<file path="config.mk">
export PLATFORM = sky130hd
export DESIGN_NAME = channel_monitor_manchester_receiver_flat
export DESIGN_NICKNAME = d
export VERILOG_FILES = /design/src/rtl/cmmr_pkg.sv /design/src/rtl/cmmr_if.sv /design/src/rtl/cmmr_cfg_regs.sv /design/src/rtl/cmmr_core.sv /design/src/rtl/channel_monitor_manchester_receiver.sv /design/src/flat_wrapper.sv
export SDC_FILE = /design/constraint.sdc
export NUM_CORES = 1
export LEC_CHECK = 0
export ABC_AREA = 1
export BUFFER_PORTS_ARGS = -buffer_cell sky130_fd_sc_hd__clkbuf_2
export CORE_ASPECT_RATIO = 1.75
export CORE_MARGIN = 2
export CORE_UTILIZATION = 45
export CTS_BUF_LIST = sky130_fd_sc_hd__clkbuf_8
export CTS_CLUSTER_SIZE = 16
export DETAILED_ROUTE_END_ITERATION = 16
export GPL_TIMING_DRIVEN = 0
export PLACE_DENSITY = 0.73
export SYNTH_ARGS = -nofsm -noshare
export SYNTH_HDL_FRONTEND = slang
export SYNTH_HIERARCHICAL = 1
export SYNTH_SLANG_ARGS = --single-unit
</file>
<file path="constraint.sdc">
create_clock -name i_clk -period 4.3 [get_ports i_clk]
set_input_delay 0.645 -clock i_clk [delete_from_list [all_inputs] [get_ports i_clk]]
set_output_delay 0.645 -clock i_clk [all_outputs]
set_load 0.01 [all_outputs]
</file>
<file path="src/rtl/cmmr_pkg.sv">
// Package: shared types, register indexes and reset values of the Manchester receiver.
package cmmr_pkg;

    // Timer width default and the fixed field widths
    localparam int TIME_BITS_DEF = 16;
    localparam int TIME_W        = 16;
    localparam int CFG_IDX_W     = 3;
    localparam int CFG_DATA_W    = 16;

    // Configuration register indexes
    localparam logic [CFG_IDX_W-1:0] REG_TWO_T_LOW    = 3'd0;
    localparam logic [CFG_IDX_W-1:0] REG_TWO_T_HIGH   = 3'd1;
    localparam logic [CFG_IDX_W-1:0] REG_ONE_T_LOW    = 3'd2;
    localparam logic [CFG_IDX_W-1:0] REG_ONE_T_HIGH   = 3'd3;
    localparam logic [CFG_IDX_W-1:0] REG_IDLE_TIMEOUT = 3'd4;

    // Configuration reset values
    localparam logic [CFG_DATA_W-1:0] TWO_T_LOW_RST    = 16'd900;
    localparam logic [CFG_DATA_W-1:0] TWO_T_HIGH_RST   = 16'd1100;
    localparam logic [CFG_DATA_W-1:0] ONE_T_LOW_RST    = 16'd400;
    localparam logic [CFG_DATA_W-1:0] ONE_T_HIGH_RST   = 16'd600;
    localparam logic [CFG_DATA_W-1:0] IDLE_TIMEOUT_RST = 16'd1110;

    // Input word opcodes
    localparam logic OP_EDGE  = 1'b0;
    localparam logic OP_CHECK = 1'b1;

    typedef enum logic [1:0] {
        CH_IDLE = 2'd0,
        CH_BUSY = 2'd1,
        CH_COLL = 2'd2
    } t_chan;

    typedef struct packed {
        logic [CFG_DATA_W-1:0] two_t_low;
        logic [CFG_DATA_W-1:0] two_t_high;
        logic [CFG_DATA_W-1:0] one_t_low;
        logic [CFG_DATA_W-1:0] one_t_high;
        logic [CFG_DATA_W-1:0] idle_timeout;
    } t_cfg;

endpackage

</file>
<file path="src/rtl/cmmr_if.sv">
// Interfaces: event input channel, result output channel and configuration write channel.
interface cmmr_in_if;
    logic                        valid;
    logic                        ready;
    logic                        op;
    logic [cmmr_pkg::TIME_W-1:0] time_now;
    logic                        level;

    modport source (output valid, output op, output time_now, output level, input ready);
    modport sink   (input valid, input op, input time_now, input level, output ready);
endinterface

interface cmmr_out_if;
    logic       valid;
    logic       ready;
    logic [1:0] chan_state;
    logic       byte_valid;
    logic [7:0] byte_out;

    modport source (output valid, output chan_state, output byte_valid, output byte_out,
                    input ready);
    modport sink   (input valid, input chan_state, input byte_valid, input byte_out,
                    output ready);
endinterface

interface cmmr_cfg_if;
    logic                            valid;
    logic                            ready;
    logic [cmmr_pkg::CFG_IDX_W-1:0]  index;
    logic [cmmr_pkg::CFG_DATA_W-1:0] data;

    modport source (output valid, output index, output data, input ready);
    modport sink   (input valid, input index, input data, output ready);
endinterface

</file>
<file path="src/rtl/cmmr_cfg_regs.sv">
// Configuration register file: pulse-width windows and idle timeout.
module cmmr_cfg_regs (
    input  logic             i_clk,
    input  logic             i_rst_n,
    cmmr_cfg_if.sink         i_cfg,
    output cmmr_pkg::t_cfg   o_cfg
);

    cmmr_pkg::t_cfg r_cfg;

    assign i_cfg.ready = 1'b1;
    assign o_cfg       = r_cfg;

    always_ff @(posedge i_clk) begin
        if (!i_rst_n) begin
            r_cfg.two_t_low    <= cmmr_pkg::TWO_T_LOW_RST;
            r_cfg.two_t_high   <= cmmr_pkg::TWO_T_HIGH_RST;
            r_cfg.one_t_low    <= cmmr_pkg::ONE_T_LOW_RST;
            r_cfg.one_t_high   <= cmmr_pkg::ONE_T_HIGH_RST;
            r_cfg.idle_timeout <= cmmr_pkg::IDLE_TIMEOUT_RST;
        end else if (i_cfg.valid) begin
            case (i_cfg.index)
                cmmr_pkg::REG_TWO_T_LOW:    r_cfg.two_t_low    <= i_cfg.data;
                cmmr_pkg::REG_TWO_T_HIGH:   r_cfg.two_t_high   <= i_cfg.data;
                cmmr_pkg::REG_ONE_T_LOW:    r_cfg.one_t_low    <= i_cfg.data;
                cmmr_pkg::REG_ONE_T_HIGH:   r_cfg.one_t_high   <= i_cfg.data;
                cmmr_pkg::REG_IDLE_TIMEOUT: r_cfg.idle_timeout <= i_cfg.data;
                default: ;  // drop writes to unused indexes
            endcase
        end
    end

endmodule

</file>
<file path="src/rtl/cmmr_core.sv">
// Receiver core: channel state, Manchester bit decoder, byte assembly and result register.
module cmmr_core #(
    parameter int TIME_BITS = cmmr_pkg::TIME_BITS_DEF
) (
    input  logic           i_clk,
    input  logic           i_rst_n,
    input  cmmr_pkg::t_cfg i_cfg,
    cmmr_in_if.sink        i_in,
    cmmr_out_if.source     o_out
);

    localparam int EXT_W = TIME_BITS + cmmr_pkg::TIME_W;
    localparam int CMP_W = (TIME_BITS > cmmr_pkg::CFG_DATA_W) ? TIME_BITS : cmmr_pkg::CFG_DATA_W;

    cmmr_pkg::t_chan      r_chan, n_chan;
    logic [TIME_BITS-1:0] r_last, n_last;
    logic                 r_bit, n_bit;
    logic [1:0]           r_short, n_short;
    logic [3:0]           r_cnt, n_cnt;
    logic [7:0]           r_shift, n_shift;
    logic                 r_out_valid;
    logic                 r_byte_valid, n_byte_valid;
    logic [7:0]           r_byte_out, n_byte_out;

    logic                 accept;
    logic [EXT_W-1:0]     now_ext;
    logic [TIME_BITS-1:0] now_t;
    logic [TIME_BITS-1:0] delta;
    logic [CMP_W-1:0]     delta_c;
    logic                 in_two_t;
    logic                 in_one_t;
    logic                 timed_out;

    assign i_in.ready = !r_out_valid || o_out.ready;
    assign accept     = i_in.valid && i_in.ready;

    // Keep the low TIME_BITS bits of the timestamp
    assign now_ext = EXT_W'(i_in.time_now);
    assign now_t   = now_ext[TIME_BITS-1:0];
    assign delta   = now_t - r_last;
    assign delta_c = CMP_W'(delta);

    assign in_two_t  = (delta_c > CMP_W'(i_cfg.two_t_low)) &&
                       (delta_c < CMP_W'(i_cfg.two_t_high));
    assign in_one_t  = (delta_c > CMP_W'(i_cfg.one_t_low)) &&
                       (delta_c < CMP_W'(i_cfg.one_t_high));
    assign timed_out = delta_c >= CMP_W'(i_cfg.idle_timeout);

    always_comb begin
        logic       push;
        logic [1:0] short_inc;
        logic [3:0] cnt_inc;
        logic [7:0] shifted;

        n_chan       = r_chan;
        n_last       = r_last;
        n_bit        = r_bit;
        n_short      = r_short;
        n_cnt        = r_cnt;
        n_shift      = r_shift;
        n_byte_valid = 1'b0;
        n_byte_out   = 8'd0;
        push         = 1'b0;
        short_inc    = r_short + 2'd1;

        if (i_in.op == cmmr_pkg::OP_EDGE) begin
            n_chan = cmmr_pkg::CH_BUSY;
            n_last = now_t;
            if (r_chan == cmmr_pkg::CH_IDLE) begin
                // first edge of a burst always decodes as a zero
                n_bit = 1'b0;
                push  = 1'b1;
            end else if (in_two_t) begin
                n_bit   = ~r_bit;
                n_short = 2'd0;
                push    = 1'b1;
            end else if (in_one_t) begin
                // two short pulses in a row repeat the current bit
                if (short_inc >= 2'd2) begin
                    n_short = 2'd0;
                    push    = 1'b1;
                end else begin
                    n_short = short_inc;
                end
            end
        end else if (r_chan == cmmr_pkg::CH_BUSY && timed_out) begin
            n_chan = i_in.level ? cmmr_pkg::CH_IDLE : cmmr_pkg::CH_COLL;
        end

        shifted = {r_shift[6:0], n_bit};
        cnt_inc = r_cnt + 4'd1;
        if (push) begin
            if (cnt_inc >= 4'd8) begin
                n_byte_valid = 1'b1;
                n_byte_out   = shifted;
                n_cnt        = 4'd0;
                n_shift      = 8'd0;
            end else begin
                n_cnt   = cnt_inc;
                n_shift = shifted;
            end
        end
    end

    always_ff @(posedge i_clk) begin
        if (!i_rst_n) begin
            r_chan      <= cmmr_pkg::CH_IDLE;
            r_last      <= '0;
            r_bit       <= 1'b0;
            r_short     <= 2'd0;
            r_cnt       <= 4'd0;
            r_shift     <= 8'd0;
            r_out_valid <= 1'b0;
        end else begin
            if (accept) begin
                r_chan      <= n_chan;
                r_last      <= n_last;
                r_bit       <= n_bit;
                r_short     <= n_short;
                r_cnt       <= n_cnt;
                r_shift     <= n_shift;
                r_out_valid <= 1'b1;
            end else if (o_out.ready) begin
                r_out_valid <= 1'b0;
            end
        end
    end

    always_ff @(posedge i_clk) begin
        if (accept) begin
            r_byte_valid <= n_byte_valid;
            r_byte_out   <= n_byte_out;
        end
    end

    // The channel register only moves when the result slot is free, so it is
    // always the state that belongs to the word on display.
    assign o_out.valid      = r_out_valid;
    assign o_out.chan_state = r_chan;
    assign o_out.byte_valid = r_byte_valid;
    assign o_out.byte_out   = r_byte_out;

endmodule

</file>
<file path="src/rtl/channel_monitor_manchester_receiver.sv">
// Top level: channel monitor and Manchester pulse-width receiver.
//
// The receiver takes one event word per cycle unless the output stalls, and
// returns exactly one result word per event, in the cycle after acceptance,
// through a single output register. An edge word (op 0) carries the timer
// value of a captured line edge: the channel goes busy, the pulse width since
// the previous edge (modulo 2^TIME_BITS) is classed as long (2T) or short
// (1T) against the exclusive windows in the configuration registers, and the
// Manchester decoder shifts bits in most significant bit first. The first edge
// after idle always adds a zero; a long pulse flips the bit and adds it; every
// second short pulse in a row adds the current bit again; other widths add
// nothing. The result carries byte_valid and the byte on every eighth bit. A
// check word (op 1) carries the timer and line level: once idle_timeout ticks
// have passed since the last edge, a busy channel goes idle if the line is
// high and collision if it is low. Throughput is one word per cycle while the
// output is not stalled, and the input stays open while the result is being
// taken. Configuration is written through its own channel, always ready; the
// user must write it only while no word is in flight, as the block does not
// enforce this. TIME_BITS sets the timer width kept for the last edge and used
// by the width subtractor; only the low TIME_BITS bits of time_now are used.
module channel_monitor_manchester_receiver #(
    parameter int TIME_BITS = cmmr_pkg::TIME_BITS_DEF
) (
    input  logic       i_clk,
    input  logic       i_rst_n,
    cmmr_cfg_if.sink   i_cfg,
    cmmr_in_if.sink    i_in,
    cmmr_out_if.source o_out
);

    cmmr_pkg::t_cfg cfg;

    // Hold the windows and timeout
    cmmr_cfg_regs u_cfg_regs (
        .i_clk   (i_clk),
        .i_rst_n (i_rst_n),
        .i_cfg   (i_cfg),
        .o_cfg   (cfg)
    );

    // Decode events and register the result word
    cmmr_core #(
        .TIME_BITS (TIME_BITS)
    ) u_core (
        .i_clk   (i_clk),
        .i_rst_n (i_rst_n),
        .i_cfg   (cfg),
        .i_in    (i_in),
        .o_out   (o_out)
    );

endmodule

</file>
<file path="src/flat_wrapper.sv">
// flat-port wrapper written by rule: the top's interface ports become plain ports
module channel_monitor_manchester_receiver_flat 
#(
    parameter int TIME_BITS = cmmr_pkg::TIME_BITS_DEF
)
  (i_clk, i_rst_n, i_cfg_valid, i_cfg_index, i_cfg_data, i_cfg_ready, i_in_valid, i_in_op, i_in_time_now, i_in_level, i_in_ready, o_out_valid, o_out_chan_state, o_out_byte_valid, o_out_byte_out, o_out_ready);
  cmmr_cfg_if i_cfg_i ();
  cmmr_in_if i_in_i ();
  cmmr_out_if o_out_i ();
  input  logic i_clk;
  input  logic i_rst_n;
  input wire logic [$bits(i_cfg_i.valid)-1:0] i_cfg_valid;
  input wire logic [$bits(i_cfg_i.index)-1:0] i_cfg_index;
  input wire logic [$bits(i_cfg_i.data)-1:0] i_cfg_data;
  output wire logic [$bits(i_cfg_i.ready)-1:0] i_cfg_ready;
  input wire logic [$bits(i_in_i.valid)-1:0] i_in_valid;
  input wire logic [$bits(i_in_i.op)-1:0] i_in_op;
  input wire logic [$bits(i_in_i.time_now)-1:0] i_in_time_now;
  input wire logic [$bits(i_in_i.level)-1:0] i_in_level;
  output wire logic [$bits(i_in_i.ready)-1:0] i_in_ready;
  output wire logic [$bits(o_out_i.valid)-1:0] o_out_valid;
  output wire logic [$bits(o_out_i.chan_state)-1:0] o_out_chan_state;
  output wire logic [$bits(o_out_i.byte_valid)-1:0] o_out_byte_valid;
  output wire logic [$bits(o_out_i.byte_out)-1:0] o_out_byte_out;
  input wire logic [$bits(o_out_i.ready)-1:0] o_out_ready;
  assign i_cfg_i.valid = i_cfg_valid;
  assign i_cfg_i.index = i_cfg_index;
  assign i_cfg_i.data = i_cfg_data;
  assign i_cfg_ready = i_cfg_i.ready;
  assign i_in_i.valid = i_in_valid;
  assign i_in_i.op = i_in_op;
  assign i_in_i.time_now = i_in_time_now;
  assign i_in_i.level = i_in_level;
  assign i_in_ready = i_in_i.ready;
  assign o_out_valid = o_out_i.valid;
  assign o_out_chan_state = o_out_i.chan_state;
  assign o_out_byte_valid = o_out_i.byte_valid;
  assign o_out_byte_out = o_out_i.byte_out;
  assign o_out_i.ready = o_out_ready;
  channel_monitor_manchester_receiver #(.TIME_BITS(TIME_BITS)) u_core (.i_clk(i_clk), .i_rst_n(i_rst_n), .i_cfg(i_cfg_i), .i_in(i_in_i), .o_out(o_out_i));
endmodule
</file>
---- Yosys cells after proc, flatten, opt, wreduce, memory -nomap -nowiden ----
Cells that the tools add are included.
Widths: inputs -> output; s select.
word-level totals
  flip-flop bits (word level) ............. 122
  latch bits .............................. 0
  bits in writable memories ............... 0
  memory bits (read-only) ................. 0
  output and inout port bits .............. 14
  logic and storage cells ................. 72
  memories kept ........................... 0
cells by class
  add/sub/neg operators ................... 3
  multiply operators ...................... 0
  div/mod/pow operators ................... 0
  order comparisons ....................... 7
  eq/ne operators ......................... 6
  shift operators ......................... 0
  mux-type cells .......................... 19
  bitwise gates (word level) .............. 3
  reduce and logical (&&, ||, !) cells .... 20
operator list
  cell                 number
  $gt 16x16->1         2
  $lt 16x16->1         2
  $reduce_and 2->1     9
  $ge 16x16->1         1
  $sub 16x16->16       1
  $mux 2               6
  $mux 1               11
  $mux 7               1
  $eq 3x2->1 const B   2
  $add 4x1->4 const B  1
  $ge 4x4->1 const B   1
  $logic_and 1x1->1    4
  $mux 4               1
  $reduce_and 4->1     1
  $reduce_bool 2->1    2
  $eq 3x1->1 const B   1
  $eq 3x3->1 const B   1
  $logic_not 3->1      1
  $not 1->1            3
  $add 2x1->2 const B  1
  $eq 2x1->1 const B   1
  $ge 2x2->1 const B   1
  $logic_not 2->1      1
  $ne 2x1->1 const B   1
  other kinds (2)      2

---- Depth between registers and ports, before layout ----
  depth in word-level cells ............... 8
  depth in mapped cells ................... 24

---- By module ----
Netlist, hierarchy kept.
modules (own cells, without submodules)
  module         instances  cells each  area each (um2)  seq. area each (um2)
  cmmr_core      1          643         4483.0           930.9
  cmmr_cfg_regs  1          449         3186.8           1601.5

---- Worst setup path after synthesis ----
No wires, ideal clock.
  path type ............................... input port to flip-flop
  from .................................... input port i_in_time_now[0]
  to ...................................... register u_core.u_core.r_shift[2]
  setup time .............................. 0.131 ns
  data arrival time ....................... 3.594 ns
  required time ........................... 4.169 ns
  slack ................................... 0.574 ns
  stages on the path ...................... 23
  cell sequence ........................... inv_1 -> ha_1 -> fa_1 -> o21ai_1 -> a21boi_2 -> o21ai_2 -> a21boi_0 -> o21ai_1 -> xor2_1 -> inv_1 -> ha_1 -> nand2_1 -> nor2_4 -> nand3_2 -> nor2_1 -> nand2_1 -> nand3_2 -> nand4_2 -> nand3_4 -> nand2_4 -> buf_8 -> o21ai_1 -> nor2_1
on the way
  longest elaborated chain between the ends .. 8
  elaborated cells on any way between the ends .. 12
  those cells by class .................... add/sub: 1; order compare: 4; mux: 4; reduce/logical: 3
RTL lines
  item                                          line                              text
  from (decl)                                   flat_wrapper.sv:18                input wire logic [$bits(i_in_i.time_now)-1:0] i_in_time_now;
  $sub 16x16->16 (*)                            cmmr_core.sv:40                   assign delta = now_t - r_last;
  $gt 16x16->1 or $lt 16x16->1 (tied branches)  cmmr_core.sv:45, cmmr_core.sv:46
  $logic_and 1x1->1                             cmmr_core.sv:45                   assign in_one_t = (delta_c > CMP_W'(i_cfg.one_t_low)) &&
  $mux 1                                        cmmr_core.sv:77                   end else if (in_one_t) begin
  $mux 1 (*)                                    cmmr_core.sv:73                   end else if (in_two_t) begin
  $mux 1 (*)                                    cmmr_core.sv:69                   if (r_chan == cmmr_pkg::CH_IDLE) begin
  $mux 1 (*)                                    cmmr_core.sv:66                   if (i_in.op == cmmr_pkg::OP_EDGE) begin
  $reduce_and 2->1 (no source line) (*)         --
  to (signal assigned)                          cmmr_core.sv:121                  r_shift <= n_shift;
  to (decl)                                     cmmr_core.sv:20                   logic [7:0] r_shift, n_shift;
Every way passes the cells marked *; elsewhere a longest branch is shown, timed or not.
A chain may end at the register's enable or synchronous reset.

---- Worst setup path after layout ----
  from .................................... register u_core.u_core.r_last[3]
  to ...................................... register u_core.u_core.r_shift[6]
on the way
  longest elaborated chain between the ends .. 8
  elaborated cells on any way between the ends .. 12
  those cells by class .................... add/sub: 1; order compare: 4; mux: 4; reduce/logical: 3
RTL lines
  item                                          line                              text
  from (decl)                                   cmmr_core.sv:16                   logic [TIME_BITS-1:0] r_last, n_last;
  from (signal assigned)                        cmmr_core.sv:117                  r_last <= n_last;
  $sub 16x16->16 (*)                            cmmr_core.sv:40
  $gt 16x16->1 or $lt 16x16->1 (tied branches)  cmmr_core.sv:45, cmmr_core.sv:46
  $logic_and 1x1->1                             cmmr_core.sv:45
  $mux 1                                        cmmr_core.sv:77
  $mux 1 (*)                                    cmmr_core.sv:73
  $mux 1 (*)                                    cmmr_core.sv:69
  $mux 1 (*)                                    cmmr_core.sv:66
  $reduce_and 2->1 (no source line) (*)         --
Marked as above.

==> results.txt <==
Die Width -> 103 µm
Die Height -> 177 µm
final wirelength -> 20800 µm
initial antenna violation count -> 0
Reg clk slew, reported paths -> 0.07 ns
Pwr Total -> 3.38 mW
leakage -> 4.27 nW
most used cell, CP -> inv_1
Total Routing Usage GR -> 0.241
CP Max Fanout -> 10
syn_area_per_cell -> 7.02 µm²
Max rail drop VDD -> 0.000190 V
RSZ-0062 raised after global routing -> false
worst reg2reg path depth -> 22
Yosys cell types -> 42
worst slew pin tran -> 0.830 ns
vias in the first global route -> 6680
outcome -> complete, no violations
Max-Cap Viols -> 0
synthesized area -> 0.00767 mm²
Setup Viol. Count Final -> 0
final hold vios -> 0
worst min path class -> in2reg
CTS tree -> yes
fin. max-slew vios -> 0
Power Dens Cells -> 387 mW/mm²
most common cell after layout, fill and taps aside -> nand2_1
most frequent cells in the layout -> nand2_1 (220), inv_1 (174), nor2_1 (169)
CP Depth -> 22
full die area -> 0.0181 mm²
via count -> 7044
worst clock skew -> 0.0101 ns
first-pass GRT wire length -> 32800 µm
PortBufs -> 54
Slew headroom -> 0.442
Largest delay share family, worst path -> simple AND/OR/NAND/NOR gates
HPWL Detailed -> 16200 µm
worst path cell trace -> inv_1, ha_1, inv_1, nor3_1, a21oi_2, o21ai_2, a21boi_1, xnor2_1, ha_1, nand2_1, inv_1, nand2_1, a21oi_1, nor2_1, nand3_2, nand4_2, nand3_4, nand2_4, buf_8, nand2_2, o21ai_2, nor2_2
r2r endpoint -> u_core/u_core/r_shift[6]
Synth Register Bits -> 122
fmax -> 249 MHz
worst setup margin -> 0.287 ns
FF-to-FF Start -> u_core/u_core/r_last[3]
Worst setup SP type -> register
drt drc -> 0
proportion of layout cells with a drive suffix above 1 -> 0.125
Avg WL per Cell -> 14.8 µm
Mapped Cells -> 1092
Root Driver -> clkbuf_8
crit-path max cell delay -> 0.68 ns
CP required -> 4.60 ns
Rows -> 63
Antenna diodes -> 0
Clock Sinks -> 122
Initial Util -> 0.457
TritonCTS buffer count -> 17
fin crit share -> 0.933
crit path buf inv count -> 4
Crit path arrival time -> 4.32 ns
H-tree levels -> 4
hold_buf cts -> 0
Core Area -> 0.0168 mm²
setup TNS -> 0 ns
initial drt markers -> 340
pre-CTS setup slack -> -0.492 ns
min Tclk post-route -> 4.01 ns
largest net degree at the start of global routing -> 17
GR Overflow Total -> 0
GP Congestion -> 0.945
worst-case clock buffer depth -> 2
Synthesis Warnings -> 6
Layout Utilization -> 0.520
later-pin clock latency in the skew report -> 0.44 ns
worst hold slack -> 0.432 ns
CP endpoint kind -> register
TritonRoute pass-1 iters -> 5
Crit-path slowest cell -> xnor2_1
critical path class -> reg2reg
Total Nets Final -> 1306
CP endpoint -> u_core/u_core/r_shift[6]
area delta synth->final -> 13.8%
Final ANT Viol Nets -> 0
num ports -> 56
R2R Setup Slk -> 0.29 ns
critical path startpoint -> u_core/u_core/r_last[3]
syn_nets -> 1230
routed vias/inst -> 5.00
sequential area share after synthesis -> 0.330
flip-flops by register name, summed over array words and instances, names as in the netlist:
register,count
u_core/u_cfg_regs/o_cfg,80
u_core/u_core/o_out.byte_out,8
u_core/u_core/o_out.byte_valid,1
u_core/u_core/o_out.chan_state,2
u_core/u_core/o_out.valid,1
u_core/u_core/r_bit,1
u_core/u_core/r_cnt,4
u_core/u_core/r_last,16
u_core/u_core/r_shift,7
u_core/u_core/r_short,2
metrics by stage:
stage               area (µm²)  std cells
global route              8720       1408
finish                    8720       1408
global placement          8220       1373
detailed placement        8220       1373
floorplan                 7670       1092
CTS                       8680       1405
cells by family (layout without fill, tap and decap cells):
logic type,count (synthesis),in the layout,synth area share
compound gates,127,127,0.0905
xor+xnor,15,15,0.0171
fa+ha+maj,96,96,0.158
buf+inv,209,298,0.110
flops,122,122,0.330
other cells,1,1,0.000489
simple gates,522,522,0.294
what timing repair did:
| item | 4_1_cts | 5_1_grt |
|---|---|---|
| resized for setup | 2 | 5 |
| pin swaps | 0 | 2 |
| setup buffers | 0 | 3 |
| endpoints found under the setup margin | 17 | 18 |
layout make-up:
| cell class | instances | area, µm² |
|---|---|---|
| buffer | 34 | 188 |
| clock buffer | 17 | 234 |
| clock inverter | 15 | 206 |
| fill | 1673 | 8070 |
| inverter | 175 | 657 |
| multi-input combinational | 761 | 4330 |
| sequential | 122 | 2530 |
| tap | 227 | 284 |
| timing repair buffer | 57 | 293 |
synth_stat cells, drive strengths merged:
library cell | n | share of area
nor3b | 1 | 0.00098
o31ai | 1 | 0.00098
clkbuf | 12 | 0.0059
buf | 22 | 0.019
xnor2 | 6 | 0.0069
conb | 1 | 0.00049
xor2 | 9 | 0.010
nand3 | 95 | 0.066
o21bai | 1 | 0.00098
fa | 1 | 0.0026
or2 | 1 | 0.00082
edfxtp | 9 | 0.035
a21oi | 77 | 0.052
dfxtp | 113 | 0.29
nand3b | 1 | 0.00098
nor2 | 178 | 0.095
o21ai | 40 | 0.029
a21boi | 3 | 0.0034
inv | 175 | 0.086
a21o | 3 | 0.0029
o21a | 2 | 0.0020
nand2 | 228 | 0.12
nand4 | 10 | 0.0090
ha | 95 | 0.15
nor3 | 8 | 0.0059
worst min-delay path: stages:
cell	delay [ns]
clkbuf_2	0.09
nand2_1	0.05
nand3_1	0.05
per-layer routing:
layer  up-vias  track usage  share of wire
li1       3610            -              -
met1      3159        0.247           0.38
met2       205        0.432           0.51
met3        70       0.0340          0.039
met4         0        0.171          0.072
met5         -            0              0
report_power, final:
part           internal, mW  leakage, nW  switching (mW)
Clock                 0.681        0.225           0.462
Sequential             1.19         1.01          0.0230
Combinational         0.369         3.03           0.649
Total                  2.24         4.27            1.13
worst min path at each step:
stage                     slack (ns)  cells after the start                           to                   startpoint
after CTS                       0.41                      3   u_core/u_cfg_regs/o_cfg[1]                i_cfg_data[1]
final                           0.43                      3   u_core/u_cfg_regs/o_cfg[1]                i_cfg_data[1]
after floorplan                 0.43                      2  u_core/u_cfg_regs/o_cfg[19]  u_core/u_cfg_regs/o_cfg[19]
after global routing            0.43                      3   u_core/u_cfg_regs/o_cfg[1]                i_cfg_data[1]
after detailed placement        0.45                      2  u_core/u_cfg_regs/o_cfg[22]  u_core/u_cfg_regs/o_cfg[22]
after global placement          0.44                      2  u_core/u_cfg_regs/o_cfg[20]  u_core/u_cfg_regs/o_cfg[20]
Power figures use the tool's default switching activity.
